## src/rtl/pgc_pkg.sv

```systemverilog
`timescale 1ns / 1ps
// ----------------------------------------------------------------------------
// pgc_pkg
// Shared types and constants for the parking gate controller core.
// ----------------------------------------------------------------------------
package pgc_pkg;

  localparam int SPACE_SENSORS  = 3;
  localparam int DEFAULT_SPACES = 3;
  localparam int SECOND_TICKS   = 20;

  localparam int PHASE_W = $clog2(SECOND_TICKS);
  localparam int SPACE_W = 4;
  localparam int CFG_W   = 8;
  localparam int CFG_IDX_W = 2;

  localparam logic [2:0] KEY_IDLE  = 3'd0;
  localparam logic [2:0] KEY_MODE  = 3'd1;
  localparam logic [2:0] KEY_ENTRY = 3'd2;
  localparam logic [2:0] KEY_EXIT  = 3'd3;
  localparam logic [2:0] KEY_EMERG = 3'd4;
  localparam logic [2:0] KEY_SETUP = 3'd5;
  localparam logic [2:0] KEY_ADD   = 3'd6;
  localparam logic [2:0] KEY_SUB   = 3'd7;

  localparam logic [CFG_IDX_W-1:0] CFG_GATE_CLOSE = 2'd0;
  localparam logic [CFG_IDX_W-1:0] CFG_DEBOUNCE   = 2'd1;
  localparam logic [CFG_IDX_W-1:0] CFG_MAX_SPACES = 2'd2;
  localparam logic [CFG_IDX_W-1:0] CFG_MIN_SPACES = 2'd3;

  typedef struct packed {
    logic [2:0]               key_code;
    logic [SPACE_SENSORS-1:0] space_levels;
    logic                     entry_level;
    logic                     exit_level;
  } pgc_in_t;

  typedef struct packed {
    logic               entry_gate_open;
    logic               exit_gate_open;
    logic [SPACE_W-1:0] free_count;
    logic [SPACE_W-1:0] total_count;
    logic               auto_mode;
    logic               emergency_on;
    logic               menu_on;
    logic               full_alarm;
    logic [1:0]         beep_count;
    logic [1:0]         full_warning_count;
  } pgc_out_t;

  typedef struct packed {
    logic [7:0]         gate_close_seconds;
    logic [7:0]         debounce_threshold;
    logic [SPACE_W-1:0] max_spaces;
    logic [SPACE_W-1:0] min_spaces;
  } pgc_cfg_t;

  typedef struct packed {
    logic [PHASE_W-1:0]       tick_phase;
    logic                     mode_auto;
    logic                     emergency_flag;
    logic                     menu_flag;
    logic                     alarm_latch;
    logic                     entry_gate;
    logic                     exit_gate;
    logic [SPACE_W-1:0]       total_now;
    logic [SPACE_W-1:0]       free_now;
    logic [SPACE_SENSORS-1:0] occupancy;
    logic [7:0]               entry_polls;
    logic [7:0]               exit_polls;
    logic                     entry_trigger;
    logic                     exit_trigger;
    logic [7:0]               entry_close;
    logic [7:0]               exit_close;
  } pgc_state_t;

endpackage

```

## src/rtl/parking_gate_controller_core.sv

```systemverilog
`timescale 1ns / 1ps
// ----------------------------------------------------------------------------
// parking_gate_controller_core
// Parking lot gate controller, one loop tick per request.
// ----------------------------------------------------------------------------
// Input channel (in_valid / in_stall / in_data): one request per loop tick,
// carrying the key code and the raw active-low space, entry and exit sensors.
// Output channel (out_valid / out_stall / out_data): one result per request
// with gate states, free and total counts, mode flags and the beep and
// full-warning counts for that tick.
// Config port (cfg_write / cfg_index / cfg_data): write only while idle.
// A request moves from the input register into the result register.
// Throughput: one request per cycle unless the receiver stalls; the input
// register feeds the step logic and the result register in a single pass,
// and controller state updates as the request enters the result register.
// When the receiver stalls, the result register holds, the input register
// fills behind it, and then in_stall rises.
// Reset clears both stages and returns all controller state and config
// registers to their defaults.
// ----------------------------------------------------------------------------
module parking_gate_controller_core
  import pgc_pkg::*;
(
  input  logic                 clk,
  input  logic                 rst,
  input  logic                 in_valid,
  output logic                 in_stall,
  input  pgc_in_t              in_data,
  output logic                 out_valid,
  input  logic                 out_stall,
  output pgc_out_t             out_data,
  input  logic                 cfg_write,
  input  logic [CFG_IDX_W-1:0] cfg_index,
  input  logic [CFG_W-1:0]     cfg_data
);

  pgc_cfg_t   cfg;
  pgc_state_t state;
  pgc_state_t state_next;
  pgc_out_t   result;
  pgc_in_t    item;
  logic       item_valid;
  logic       advance;

  pgc_cfg_regs u_cfg (
    .clk       (clk),
    .rst       (rst),
    .cfg_write (cfg_write),
    .cfg_index (cfg_index),
    .cfg_data  (cfg_data),
    .cfg       (cfg)
  );

  pgc_step u_step (
    .item       (item),
    .state      (state),
    .cfg        (cfg),
    .state_next (state_next),
    .result     (result)
  );

  assign advance  = item_valid && (!out_valid || !out_stall);
  assign in_stall = item_valid && !advance;

  always_ff @(posedge clk) begin
    if (rst) begin
      item_valid <= 1'b0;
    end else if (in_valid && !in_stall) begin
      item_valid <= 1'b1;
    end else if (advance) begin
      item_valid <= 1'b0;
    end
  end

  always_ff @(posedge clk) begin
    if (in_valid && !in_stall) begin
      item <= in_data;
    end
  end

  always_ff @(posedge clk) begin
    if (rst) begin
      out_valid <= 1'b0;
    end else if (advance) begin
      out_valid <= 1'b1;
    end else if (!out_stall) begin
      out_valid <= 1'b0;
    end
  end

  always_ff @(posedge clk) begin
    if (advance) begin
      out_data <= result;
    end
  end

  always_ff @(posedge clk) begin
    if (rst) begin
      state.tick_phase     <= '0;
      state.mode_auto      <= 1'b1;
      state.emergency_flag <= 1'b0;
      state.menu_flag      <= 1'b0;
      state.alarm_latch    <= 1'b0;
      state.entry_gate     <= 1'b0;
      state.exit_gate      <= 1'b0;
      state.total_now      <= SPACE_W'(DEFAULT_SPACES);
      state.free_now       <= SPACE_W'(DEFAULT_SPACES);
      state.occupancy      <= '0;
      state.entry_polls    <= 8'd0;
      state.exit_polls     <= 8'd0;
      state.entry_trigger  <= 1'b0;
      state.exit_trigger   <= 1'b0;
      state.entry_close    <= 8'd0;
      state.exit_close     <= 8'd0;
    end else if (advance) begin
      state <= state_next;
    end
  end

  a_advance_gives_result: assert property (@(posedge clk) disable iff (rst)
    advance |=> out_valid)
    else $error("result register not loaded after advance");

  a_held_item_stable: assert property (@(posedge clk) disable iff (rst)
    (item_valid && !advance) |=> (item_valid && $stable(item)))
    else $error("pending request lost or changed");

  a_state_holds: assert property (@(posedge clk) disable iff (rst)
    !advance |=> $stable(state))
    else $error("controller state changed without a request");

  a_phase_range: assert property (@(posedge clk) disable iff (rst)
    state.tick_phase < PHASE_W'(SECOND_TICKS))
    else $error("tick phase out of range");

endmodule

```

## src/rtl/pgc_cfg_regs.sv

```systemverilog
`timescale 1ns / 1ps
// ----------------------------------------------------------------------------
// pgc_cfg_regs
// Configuration register file: gate close time, debounce and space limits.
// ----------------------------------------------------------------------------
module pgc_cfg_regs
  import pgc_pkg::*;
(
  input  logic                 clk,
  input  logic                 rst,
  input  logic                 cfg_write,
  input  logic [CFG_IDX_W-1:0] cfg_index,
  input  logic [CFG_W-1:0]     cfg_data,
  output pgc_cfg_t             cfg
);

  always_ff @(posedge clk) begin
    if (rst) begin
      cfg.gate_close_seconds <= 8'd5;
      cfg.debounce_threshold <= 8'd5;
      cfg.max_spaces         <= 4'd8;
      cfg.min_spaces         <= 4'd1;
    end else if (cfg_write) begin
      unique case (cfg_index)
        CFG_GATE_CLOSE: cfg.gate_close_seconds <= cfg_data;
        CFG_DEBOUNCE:   cfg.debounce_threshold <= cfg_data;
        CFG_MAX_SPACES: cfg.max_spaces         <= cfg_data[SPACE_W-1:0];
        CFG_MIN_SPACES: cfg.min_spaces         <= cfg_data[SPACE_W-1:0];
        default: ;
      endcase
    end
  end

endmodule

```

## src/rtl/pgc_step.sv

```systemverilog
`timescale 1ns / 1ps
// ----------------------------------------------------------------------------
// pgc_step
// Next-state and result logic for one loop tick: keys, sensor poll,
// auto close and the once-per-second close timer countdown.
// ----------------------------------------------------------------------------
module pgc_step
  import pgc_pkg::*;
(
  input  pgc_in_t    item,
  input  pgc_state_t state,
  input  pgc_cfg_t   cfg,
  output pgc_state_t state_next,
  output pgc_out_t   result
);

  function automatic logic [SPACE_W-1:0] free_calc(
    input logic [SPACE_W-1:0]       total,
    input logic [SPACE_SENSORS-1:0] occ
  );
    logic [SPACE_W-1:0] n;
    n = '0;
    for (int i = 0; i < SPACE_SENSORS; i++) begin
      n = n + SPACE_W'(occ[i]);
    end
    return (n <= total) ? total - n : '0;
  endfunction

  logic [1:0] beeps;
  logic [1:0] fulls;

  always_comb begin
    state_next = state;
    beeps      = 2'd0;
    fulls      = 2'd0;

    state_next.tick_phase = (state.tick_phase == PHASE_W'(SECOND_TICKS - 1)) ?
                            '0 : state.tick_phase + 1'b1;

    if (item.key_code != KEY_IDLE) begin
      beeps = 2'd1;
    end

    unique case (item.key_code)
      KEY_IDLE: ;
      KEY_MODE: begin
        state_next.mode_auto = !state.mode_auto;
        if (state.mode_auto) begin
          state_next.entry_gate = 1'b0;
          state_next.exit_gate  = 1'b0;
        end
      end
      KEY_ENTRY: begin
        if (!state.mode_auto) begin
          state_next.entry_gate  = !state.entry_gate;
          state_next.entry_close = state.entry_gate ? 8'd0 : cfg.gate_close_seconds;
        end
      end
      KEY_EXIT: begin
        if (!state.mode_auto) begin
          state_next.exit_gate  = !state.exit_gate;
          state_next.exit_close = state.exit_gate ? 8'd0 : cfg.gate_close_seconds;
        end
      end
      KEY_EMERG: begin
        state_next.emergency_flag = !state.emergency_flag;
        if (!state.emergency_flag) begin
          state_next.entry_gate = 1'b1;
          state_next.exit_gate  = 1'b1;
        end
      end
      KEY_SETUP: begin
        state_next.menu_flag = !state.menu_flag;
        if (state.menu_flag) begin
          state_next.free_now = free_calc(state.total_now, state.occupancy);
        end
      end
      KEY_ADD: begin
        if (state.menu_flag && state.total_now < cfg.max_spaces) begin
          state_next.total_now = state.total_now + 1'b1;
          if (state.free_now != '1) begin
            state_next.free_now = state.free_now + 1'b1;
          end
        end
      end
      KEY_SUB: begin
        if (state.menu_flag && state.total_now > cfg.min_spaces) begin
          state_next.total_now = state.total_now - 1'b1;
          if (state.free_now != '0) begin
            state_next.free_now = state.free_now - 1'b1;
          end
        end
      end
      default: ;
    endcase

    // sensor poll, every 4th tick
    if (state_next.tick_phase[1:0] == 2'b00) begin
      state_next.occupancy = ~item.space_levels;
      state_next.free_now  = free_calc(state_next.total_now, ~item.space_levels);

      if (state_next.free_now == '0 && !state_next.alarm_latch) begin
        state_next.alarm_latch = 1'b1;
        fulls = fulls + 2'd1;
      end else if (state_next.free_now != '0) begin
        state_next.alarm_latch = 1'b0;
      end

      if (state_next.mode_auto && !state_next.emergency_flag) begin
        if (!item.entry_level) begin
          if (state_next.entry_polls != 8'hFF) begin
            state_next.entry_polls = state_next.entry_polls + 8'd1;
          end
          if (state_next.entry_polls >= cfg.debounce_threshold &&
              !state_next.entry_trigger) begin
            state_next.entry_trigger = 1'b1;
            if (state_next.free_now != '0 && !state_next.entry_gate) begin
              state_next.entry_gate  = 1'b1;
              state_next.entry_close = cfg.gate_close_seconds;
              beeps = beeps + 2'd1;
            end else if (state_next.free_now == '0) begin
              fulls = fulls + 2'd1;
            end
          end
        end else begin
          state_next.entry_polls   = 8'd0;
          state_next.entry_trigger = 1'b0;
        end

        if (!item.exit_level) begin
          if (state_next.exit_polls != 8'hFF) begin
            state_next.exit_polls = state_next.exit_polls + 8'd1;
          end
          if (state_next.exit_polls >= cfg.debounce_threshold &&
              !state_next.exit_trigger) begin
            state_next.exit_trigger = 1'b1;
            if (!state_next.exit_gate) begin
              state_next.exit_gate  = 1'b1;
              state_next.exit_close = cfg.gate_close_seconds;
              beeps = beeps + 2'd1;
            end
          end
        end else begin
          state_next.exit_polls   = 8'd0;
          state_next.exit_trigger = 1'b0;
        end
      end
    end

    // auto close, every 2nd tick
    if (!state_next.tick_phase[0] && !state_next.emergency_flag) begin
      if (state_next.entry_gate && state_next.entry_close == 8'd0) begin
        state_next.entry_gate = 1'b0;
      end
      if (state_next.exit_gate && state_next.exit_close == 8'd0) begin
        state_next.exit_gate = 1'b0;
      end
    end

    // close timers, once per second
    if (state_next.tick_phase == '0) begin
      if (state_next.entry_close != 8'd0) begin
        state_next.entry_close = state_next.entry_close - 8'd1;
      end
      if (state_next.exit_close != 8'd0) begin
        state_next.exit_close = state_next.exit_close - 8'd1;
      end
    end
  end

  always_comb begin
    result.entry_gate_open    = state_next.entry_gate;
    result.exit_gate_open     = state_next.exit_gate;
    result.free_count         = state_next.free_now;
    result.total_count        = state_next.total_now;
    result.auto_mode          = state_next.mode_auto;
    result.emergency_on       = state_next.emergency_flag;
    result.menu_on            = state_next.menu_flag;
    result.full_alarm         = state_next.alarm_latch;
    result.beep_count         = beeps;
    result.full_warning_count = fulls;
  end

endmodule

```

## config.mk

```make
export PLATFORM = sky130hd
export DESIGN_NAME = parking_gate_controller_core
export DESIGN_NICKNAME = d
export VERILOG_FILES = /design/src/rtl/pgc_pkg.sv /design/src/rtl/parking_gate_controller_core.sv /design/src/rtl/pgc_cfg_regs.sv /design/src/rtl/pgc_step.sv
export SDC_FILE = /design/constraint.sdc
export NUM_CORES = 1
export LEC_CHECK = 0
export BUFFER_PORTS_ARGS = -buffer_cell sky130_fd_sc_hd__buf_2
export CORE_ASPECT_RATIO = 0.8
export CORE_MARGIN = 1
export CORE_UTILIZATION = 62
export CTS_CLUSTER_DIAMETER = 40
export DETAILED_ROUTE_END_ITERATION = 10
export PLACE_DENSITY = 0.81
export SYNTH_ARGS = -nofsm -noshare
export SYNTH_HDL_FRONTEND = slang
export SYNTH_SLANG_ARGS = --single-unit
```

## constraint.sdc

```tcl
create_clock -name clk -period 6.07 [get_ports clk]
set_clock_uncertainty 0.05 [all_clocks]
set_input_delay 0.607 -clock clk [delete_from_list [all_inputs] [get_ports clk]]
set_output_delay 0.607 -clock clk [all_outputs]
set_load 0.01 [all_outputs]
```

==> results of run 1 <==
-- state kept, by name, indices dropped and copies added (netlist names) --
name,count
state,56
item_valid,1
out_data,18
u_cfg.cfg,24
out_valid,1
item,8
-- cells in the mapped netlist (9+ instances only) --
cell type	number	area share
sky130_fd_sc_hd__a211o_1	12	0.016
sky130_fd_sc_hd__a21oi_1	46	0.034
sky130_fd_sc_hd__a22o_1	14	0.018
sky130_fd_sc_hd__a22oi_1	21	0.023
sky130_fd_sc_hd__a31oi_1	15	0.014
sky130_fd_sc_hd__clkbuf_1	25	0.014
sky130_fd_sc_hd__dfxtp_1	82	0.24
sky130_fd_sc_hd__edfxtp_1	26	0.12
sky130_fd_sc_hd__ha_1	48	0.089
sky130_fd_sc_hd__inv_1	40	0.022
sky130_fd_sc_hd__mux2i_1	20	0.030
sky130_fd_sc_hd__nand2_1	62	0.035
sky130_fd_sc_hd__nand2b_1	9	0.0083
sky130_fd_sc_hd__nand3_1	32	0.024
sky130_fd_sc_hd__nor2_1	101	0.056
sky130_fd_sc_hd__nor2b_1	17	0.016
sky130_fd_sc_hd__nor3_1	21	0.016
sky130_fd_sc_hd__o21a_1	11	0.012
sky130_fd_sc_hd__o21ai_0	30	0.022
sky130_fd_sc_hd__or2_2	11	0.010
sky130_fd_sc_hd__or3_1	10	0.0093
sky130_fd_sc_hd__xnor2_1	15	0.019
sky130_fd_sc_hd__xor2_1	11	0.014
-- power by group through the flow --
stage	registers [mW]	clock network, mW	logic [mW]
2_1_floorplan	0.794	0	0.149
3_3_place_gp	0.800	0	0.198
3_5_place_dp	0.801	0	0.204
4_1_cts	0.785	0.589	0.206
5_1_grt	0.789	0.617	0.232
6_report	0.786	0.580	0.210
-- through the flow --
| stage | util | hold WS, ns | instance area, sq um |
|---|---|---|---|
| after detailed placement | 0.6760 | 0.4219 | 7034 |
| after global placement | 0.6760 | 0.3964 | 7034 |
| after floorplan | - | 0.3822 | 6744 |
| final | 0.7053 | 0.3770 | 7338 |
| after CTS | 0.7045 | 0.3706 | 7331 |
| after global routing | 0.7053 | 0.3653 | 7338 |
-- worst min path at each step --
stage | depth (start not counted) | to | slack (ns)
finish | 1 | item[4] | 0.38
global route | 1 | item[1] | 0.37
CTS | 1 | item[4] | 0.37
detailed placement | 2 | state[13] | 0.42
global placement | 1 | state[17] | 0.40
floorplan | 1 | state[36] | 0.38
-- routing by layer --
layer | routed length (um) | global-route usage | vias up
li1 | - | - | 2933
met1 | 7649 | 0.4204 | 2898
met2 | 7888 | 0.5141 | 267
met3 | 1356 | 0.06699 | 24
met4 | 193 | 0.08333 | 0
met5 | 0 | 0 | -
-- cell type report --
cell class	count	area share
well taps	140	0.02387
multi-input cells	613	0.5504
flip-flops and latches	108	0.3301
clock inverters	4	0.003922
clock buffers	12	0.03649
repair buffers	48	0.03478
inverters	40	0.02046
-- cells by family (layout without fill, tap and decap cells) --
family / count (synthesis) / in the layout / share of synthesized area
AO/OA/AOI/OAI: 208 / 208 / 0.2115
XOR/XNOR: 26 / 26 / 0.03377
adder cells (fa/ha/maj): 52 / 52 / 0.1009
buffers and inverters: 75 / 104 / 0.04304
flip-flops: 108 / 108 / 0.3592
multiplexers: 23 / 23 / 0.03469
AND/OR/NAND/NOR: 304 / 304 / 0.2169
-- timing repair --
| item | in CTS | in global routing |
|---|---|---|
| endpoints found under the hold margin | 0 | 0 |
| resized for setup | 0 | 2 |
| endpoints found under the setup margin | 0 | 3 |
==> implementation parameters, run 1 <==
Parameter                              Value

Status
  Result of the run    finished, final reports clean

Floorplan
  Die Footprint    roughly 0.011 sq mm
  Count of pins on the block boundary    43
  Count of standard-cell rows    33
  Effective utilization at floorplan    0.6481
  Die width    118.6 um
  Height of the die    95.29 um
  Core Box Area    between 0.01 and 0.015 sq mm

Power
  Switching power    418.7 uW
  Flop pwr share    0.499
  Power per cell area    214.8 mW/mm^2
  Portion of total power attributed to the clock network    0.368
  Switching share of total power    0.2656
  Combinational Power Share    0.133
  P_int    1.158 mW
  Leakage    approximately 3.0 nW
  Sum of internal, switching and leakage power    1.576 mW
  Worst ir drop on vdd    141.6 uV

Timing
  RSZ-0062 raised after global routing    no
  Final setup violation count    0
  Number of hold violations in the final report    0
  Clock period minus worst slack    about 5.6 ns
  Worst-margin pin slew    0.9858 ns
  Setup_tns    0 ns
  Worst setup margin    slightly below 0.5 ns
  Period Utilization, post-route    0.9189
  F_max    179.3 MHz
  Worst slew margin    0.3384
  Count of pins over their slew limit    0

Global route
  Total GRT Usage    0.3130
  Pin count of the biggest net entering global routing    74
  Grt ovf    0
  Global-route wire length before repair    around 28000 um
  Vias in the first global route    5703
  Number of antenna violations at the first check in global routing    0

Synthesis
  Gate Count Post-Synth    796
  Prevailing post-synth register cell    sky130_fd_sc_hd__dfxtp_1
  Mean Syn Cell Area    8.472 sq um
  Summed instance area of the synthesized netlist    0.006744 sq mm
  Number of enable flip-flop cells after synthesis    26
  Warnings, synthesis    0
  Total nets after synthesis    871
  Register bit count reported by yosys    108
  Share of async-settable or async-resettable flops after synthesis    0
  Count of unique library cells instantiated by Yosys    63
  Proportion of synthesized chip area in sequential cells    0.3592

Detailed routing
  Via Count    6122
  Routed Antenna Nets    0
  Routed via count divided by cell count    6.344
  First DRT Iteration DRCs    578
  Remaining design rule violation count    0
  Sum of routed wire length over all layers    between 15000 and 20000 um
  Detailed-routing iteration count for the pre-antenna-repair pass    7
  Routed len/inst    between 15 and 20 um

Worst hold path
  Worst hold path class    in2reg
  Hold Startpoint    in_data[4]

Clock network
  CTS tree    built
  Clk slew on worst S/H paths    0.07 ns
  Deepest clock path buffer count    2
  Post-CTS setup buffer count    0
  Maximum level of the CTS H-tree    3
  Sinks on Clock Net    108
  Clock latency reported for the late side of the worst-skew pair    0.35 ns
  Hold Buf Count CTS    0
  Library cell used as clock root buffer    sky130_fd_sc_hd__clkbuf_16
  Number of buffers added by the clock tree synthesis step    9

Setup path
  Largest delay share family, worst path    compound AO/OA/AOI/OAI gates
  Kind of critical path    reg2reg
  Launch point of the worst reg-to-reg path    state[42]
  Element type at the critical path end    flop
  Peak fanout along the critical path    14
  Register-to-register setup slack    about 0.49 ns
  Data required, critical path    6.28 ns
  Startpoint of the worst setup timing path    state[42]
  CP cell instances    ha_1 -> o211ai_1 -> o211ai_1 -> nor2_1 -> nor2_1 -> xnor2_1 -> ha_1 -> fa_1 -> xnor2_1 -> nor2_1 -> a221oi_1 -> o21a_1 -> or2_1 -> a22oi_1 -> ha_1 -> o31a_1 -> a21oi_1 -> nand3_1 -> a311oi_1
  Critical Path Stages    19
  Worst Reg-to-Reg Cells    19
  Endpoint of the most critical setup path    state[10]
  Count of buffering cells on the critical path with inverters included    0
  Startpoint Class    flop
  Capture point of the worst reg-to-reg path    state[10]
  Endpoint arrival time on the critical path    5.79 ns
  Longest individual stage delay on the worst path    0.57 ns
  Cell with the biggest individual delay on the critical path    sky130_fd_sc_hd__dfxtp_1

Place
  Final estimated routing congestion in global placement    0.9227
  DP HPWL    ~13000 um
  Worst Setup Slack post-DPL    0.4194 ns
  Placed cell count    ~950
  Port bufs    42

Layout
  # diodes    0
  Post-Layout Cell Count    ~970
  FF/Latch Area    0.002422 sq mm
  Most frequent cells in the layout    sky130_fd_sc_hd__nor2_1 (100), sky130_fd_sc_hd__dfxtp_1 (82), sky130_fd_sc_hd__nand2_1 (62)
  Area used by multi-input combinational logic    0.004039 sq mm
  Most common cell after layout, fill and taps aside    sky130_fd_sc_hd__nor2_1
  Area grow syn2layout    8.813%
  Share of final-layout standard cells stronger than drive strength 1    0.1055
  Filler cell count    822
  # nets final    895

Run
  Max-Cap Viols    0
Note: power is estimated with default switching activity, not from simulation.
==> run 2, diff against run 1 <==
ABC_AREA = 1   (was default)
==> run 2 against run 1 <==
Net effect: critical path depth rose by 10; largest cell class unchanged; non-clock buffer count fell by 3; combinational power rose by 69%; global-route usage fell by 0.22 points; register-to-register slack improved by 0.77 ns; sequential power rose by 2%; flip-flop and latch count did not move; clock power fell by 0.7%.
==> implementation parameters, run 2 <==
Parameter                              Value

Setup path
  Most common cell on crit path    sky130_fd_sc_hd__inv_1
  Cell with the biggest individual delay on the critical path    sky130_fd_sc_hd__dfxtp_1
  Element type at the critical path end    flop
  Worst Reg-to-Reg Cells    29 (+10)
  Startpoint Class    flop
  Peak fanout along the critical path    14 (unchanged)
  Data required, critical path    6.12 ns (-0.16 ns)
  Kind of critical path    reg2reg
  Endpoint arrival time on the critical path    4.86 ns (-0.93 ns)
  Longest individual stage delay on the worst path    0.56 ns (about the same)

Floorplan
  Die width    121.5 um (+2.4%)
  Die Footprint    0.01185 sq mm (+4.9%)
  Count of pins on the block boundary    43 (unchanged)
  Height of the die    97.57 um (+2.4%)
  Count of standard-cell rows    34 (+3.0%)
  Effective utilization at floorplan    0.6449 (-0.003255)
  Core Box Area    0.01098 sq mm (+5.5%)

Clock network
  CTS tree    built
  Post-CTS setup buffer count    0 (unchanged)
  Number of buffers added by the clock tree synthesis step    9 (unchanged)
  Clk slew on worst S/H paths    0.08 ns (about the same)
  Deepest clock path buffer count    2 (unchanged)
  Hold Buf Count CTS    0 (unchanged)
  Maximum level of the CTS H-tree    3 (unchanged)
  Count of instances resized after the clock tree is built    0 (unchanged)
  Library cell used as clock root buffer    sky130_fd_sc_hd__clkbuf_16
  Sinks on Clock Net    108 (unchanged)
  Clock latency reported for the late side of the worst-skew pair    0.35 ns (about the same)

Timing
  RSZ-0062 raised after global routing    no
  F_max    207.9 MHz (+16%)
  Worst-margin pin slew    1.016 ns (+0.03044 ns)
  Worst setup margin    1.260 ns (+0.7680 ns)
  Period Utilization, post-route    0.7924 (-0.1265)
  Setup_tns    0 ns (unchanged)
  Final setup violation count    0 (unchanged)
  Number of hold violations in the final report    0 (unchanged)
  Clock period minus worst slack    4.810 ns (-0.7680 ns)
  Worst slew margin    0.3218 (-0.01663)
  Count of pins over their slew limit    0 (unchanged)

Place
  DP HPWL    12900 um (+2.5%)
  Post-detailed-placement cell area    0.007391 sq mm (+5.1%)
  Worst Setup Slack post-DPL    1.390 ns (+0.9702 ns)
  Port bufs    42 (unchanged)
  Final estimated routing congestion in global placement    0.9817 (+6.4%)

Layout
  Biggest registers after layout    state x56, u_cfg.cfg x24, out_data x18
  Share of final-layout standard cells stronger than drive strength 1    0.1174 (+0.01190)
  Register with the highest flop count    state
  Most common cell after layout, fill and taps aside    sky130_fd_sc_hd__nand2_1
  # nets final    1084 (+21%)
  Number of flip-flops under the largest register name    56 (unchanged)
  Area grow syn2layout    8.485%
  # diodes    0 (unchanged)
  Filler cell count    950 (+16%)
  Most frequent cells in the layout    sky130_fd_sc_hd__nand2_1 (197), sky130_fd_sc_hd__inv_1 (139), sky130_fd_sc_hd__a21oi_1 (108)
  Non-Filler Cell Area, Final    0.007679 sq mm (+4.6%)

Synthesis
  Proportion of synthesized chip area in sequential cells    0.3422 (-0.01695)
  Summed instance area of the synthesized netlist    0.007078 sq mm (+5.0%)
  Most used standard cell by instance count after synthesis    sky130_fd_sc_hd__nand2_1
  Top cell types by occurrence after synthesis    sky130_fd_sc_hd__nand2_1 (197), sky130_fd_sc_hd__inv_1 (139), sky130_fd_sc_hd__a21oi_1 (108), sky130_fd_sc_hd__dfxtp_1 (82), sky130_fd_sc_hd__o21ai_0 (75)
  Register bit count reported by yosys    108 (unchanged)
  Warnings, synthesis    0 (unchanged)
  Top area cells in the synthesized netlist    sky130_fd_sc_hd__dfxtp_1 (23%), sky130_fd_sc_hd__edfxtp_1 (11%), sky130_fd_sc_hd__nand2_1 (10%), sky130_fd_sc_hd__ha_1 (8.5%), sky130_fd_sc_hd__a21oi_1 (7.6%)
  Yosys top cell area share    0.2319 (-0.01149)
  Gate Count Post-Synth    976 (+23%)
  Total nets after synthesis    1051 (+21%)
  Synth area leader    sky130_fd_sc_hd__dfxtp_1
  Mean Syn Cell Area    7.252 sq um (-14%)
  Share of async-settable or async-resettable flops after synthesis    0 (unchanged)
  Count of unique library cells instantiated by Yosys    55 (-13%)
  Prevailing post-synth register cell    sky130_fd_sc_hd__dfxtp_1
  Number of enable flip-flop cells after synthesis    26 (unchanged)

Worst hold path
  Worst hold path class    in2reg
  Cells on Worst Hold Path    1 (unchanged)

Global route
  Total GRT Usage    0.3108 (-0.002233)
  Global-route wire length before repair    28970 um (+3.8%)
  Number of antenna violations at the first check in global routing    0 (unchanged)
  Vias in the first global route    5984 (+4.9%)
  Grt ovf    0 (unchanged)
  Pin count of the biggest net entering global routing    49 (-34%)

Detailed routing
  Routed via count divided by cell count    5.661 (-11%)
  Uppermost layer routed    met4
  Wire length on met2    7417 um (-6.0%)
  Remaining design rule violation count    0 (unchanged)
  Met1 Routed Length    8371 um (+9.4%)
  Via Count    6556 (+7.1%)
  Met3 wirelength from detailed routing    1462 um (+7.8%)
  Detailed-routing iteration count for the pre-antenna-repair pass    5 (-2)
  First DRT Iteration DRCs    608 (+5.2%)
  Sum of routed wire length over all layers    17460 um (+2.2%)
  Routed len/inst    15.08 um (-15%)
  Routed Antenna Nets    0 (unchanged)

Run
  Max-Cap Viols    0 (unchanged)

Power
  Worst ir drop on vdd    188.2 uV (+33%)
  Power per cell area    225.9 mW/mm^2 (+5.2%)
  Leakage    3.489 nW (+18%)

Status
  Result of the run    finished, final reports clean
==> run 2: final cells by class <==
class                           instances  area [sq um]  area share
Timing Repair Buffer                   45         232.7     0.03031
Clock buffer                           11         242.7     0.03161
Tap cell                              144         180.2     0.02346
Multi-Input combinational cell        691          3974      0.5175
Inverter                              154         581.8     0.07577
Clock inverter                          5         45.04    0.005866
Sequential cell                       108          2422      0.3155
==> run 2: worst max-delay path, delay by kind of cell, from the launching register on <==
kind	cells	cell delay, ns
AO/OA/AOI/OAI	5	0.49
AND/OR/NAND/NOR	14	1.86
adder cells (fa/ha/maj)	4	1.14
buffers and inverters	6	0.48
flip-flops	1	0.56
==> run 2: path summary, 6_finish.rpt <==
kind | start | end | slack, ns
setup / recovery | state[44] | out_data[17] | 1.26
hold / removal | in_data[0] | item[0] | 0.37
setup reg to reg | state[44] | out_data[17] | 1.26
hold reg to reg | state[1] | state[1] | 0.42
==> run 2: where the power goes <==
part | leakage (nW) | internal (mW) | switching [mW] | total [mW]
registers | 0.916 | 0.774 | 0.0296 | 0.803
clock network | 0.139 | 0.297 | 0.279 | 0.576
logic | 2.43 | 0.114 | 0.241 | 0.355
total | 3.49 | 1.18 | 0.550 | 1.73
==> run 2: logic make-up (layout without fill, tap and decap cells) <==
kind of cell	after synthesis	after routing	synth area share
AND/OR/NAND/NOR	387	387	0.2533
AO/OA/AOI/OAI	227	227	0.1757
buffers and inverters	177	215	0.09740
flip-flops	108	108	0.3422
adder cells (fa/ha/maj)	52	52	0.09617
XOR/XNOR	23	23	0.03217
multiplexers	2	2	0.003005
==> run 2: metal layers <==
metal	up-vias	GRT usage
met4	0	0.08357
li1	3316	-
met1	3000	0.4514
met5	-	0
met2	221	0.4611
met3	19	0.06866
==> run 2: per-stage QoR <==
stage	utilization	power, mW	cells	hold slack [ns]
floorplan	-	1.076	976	0.3739
global placement	0.6734	1.157	1142	0.3917
detailed placement	0.6734	1.166	1142	0.4039
CTS	0.6996	1.739	1158	0.3650
global route	0.6996	1.819	1158	0.3687
finish	0.6996	1.734	1158	0.3744
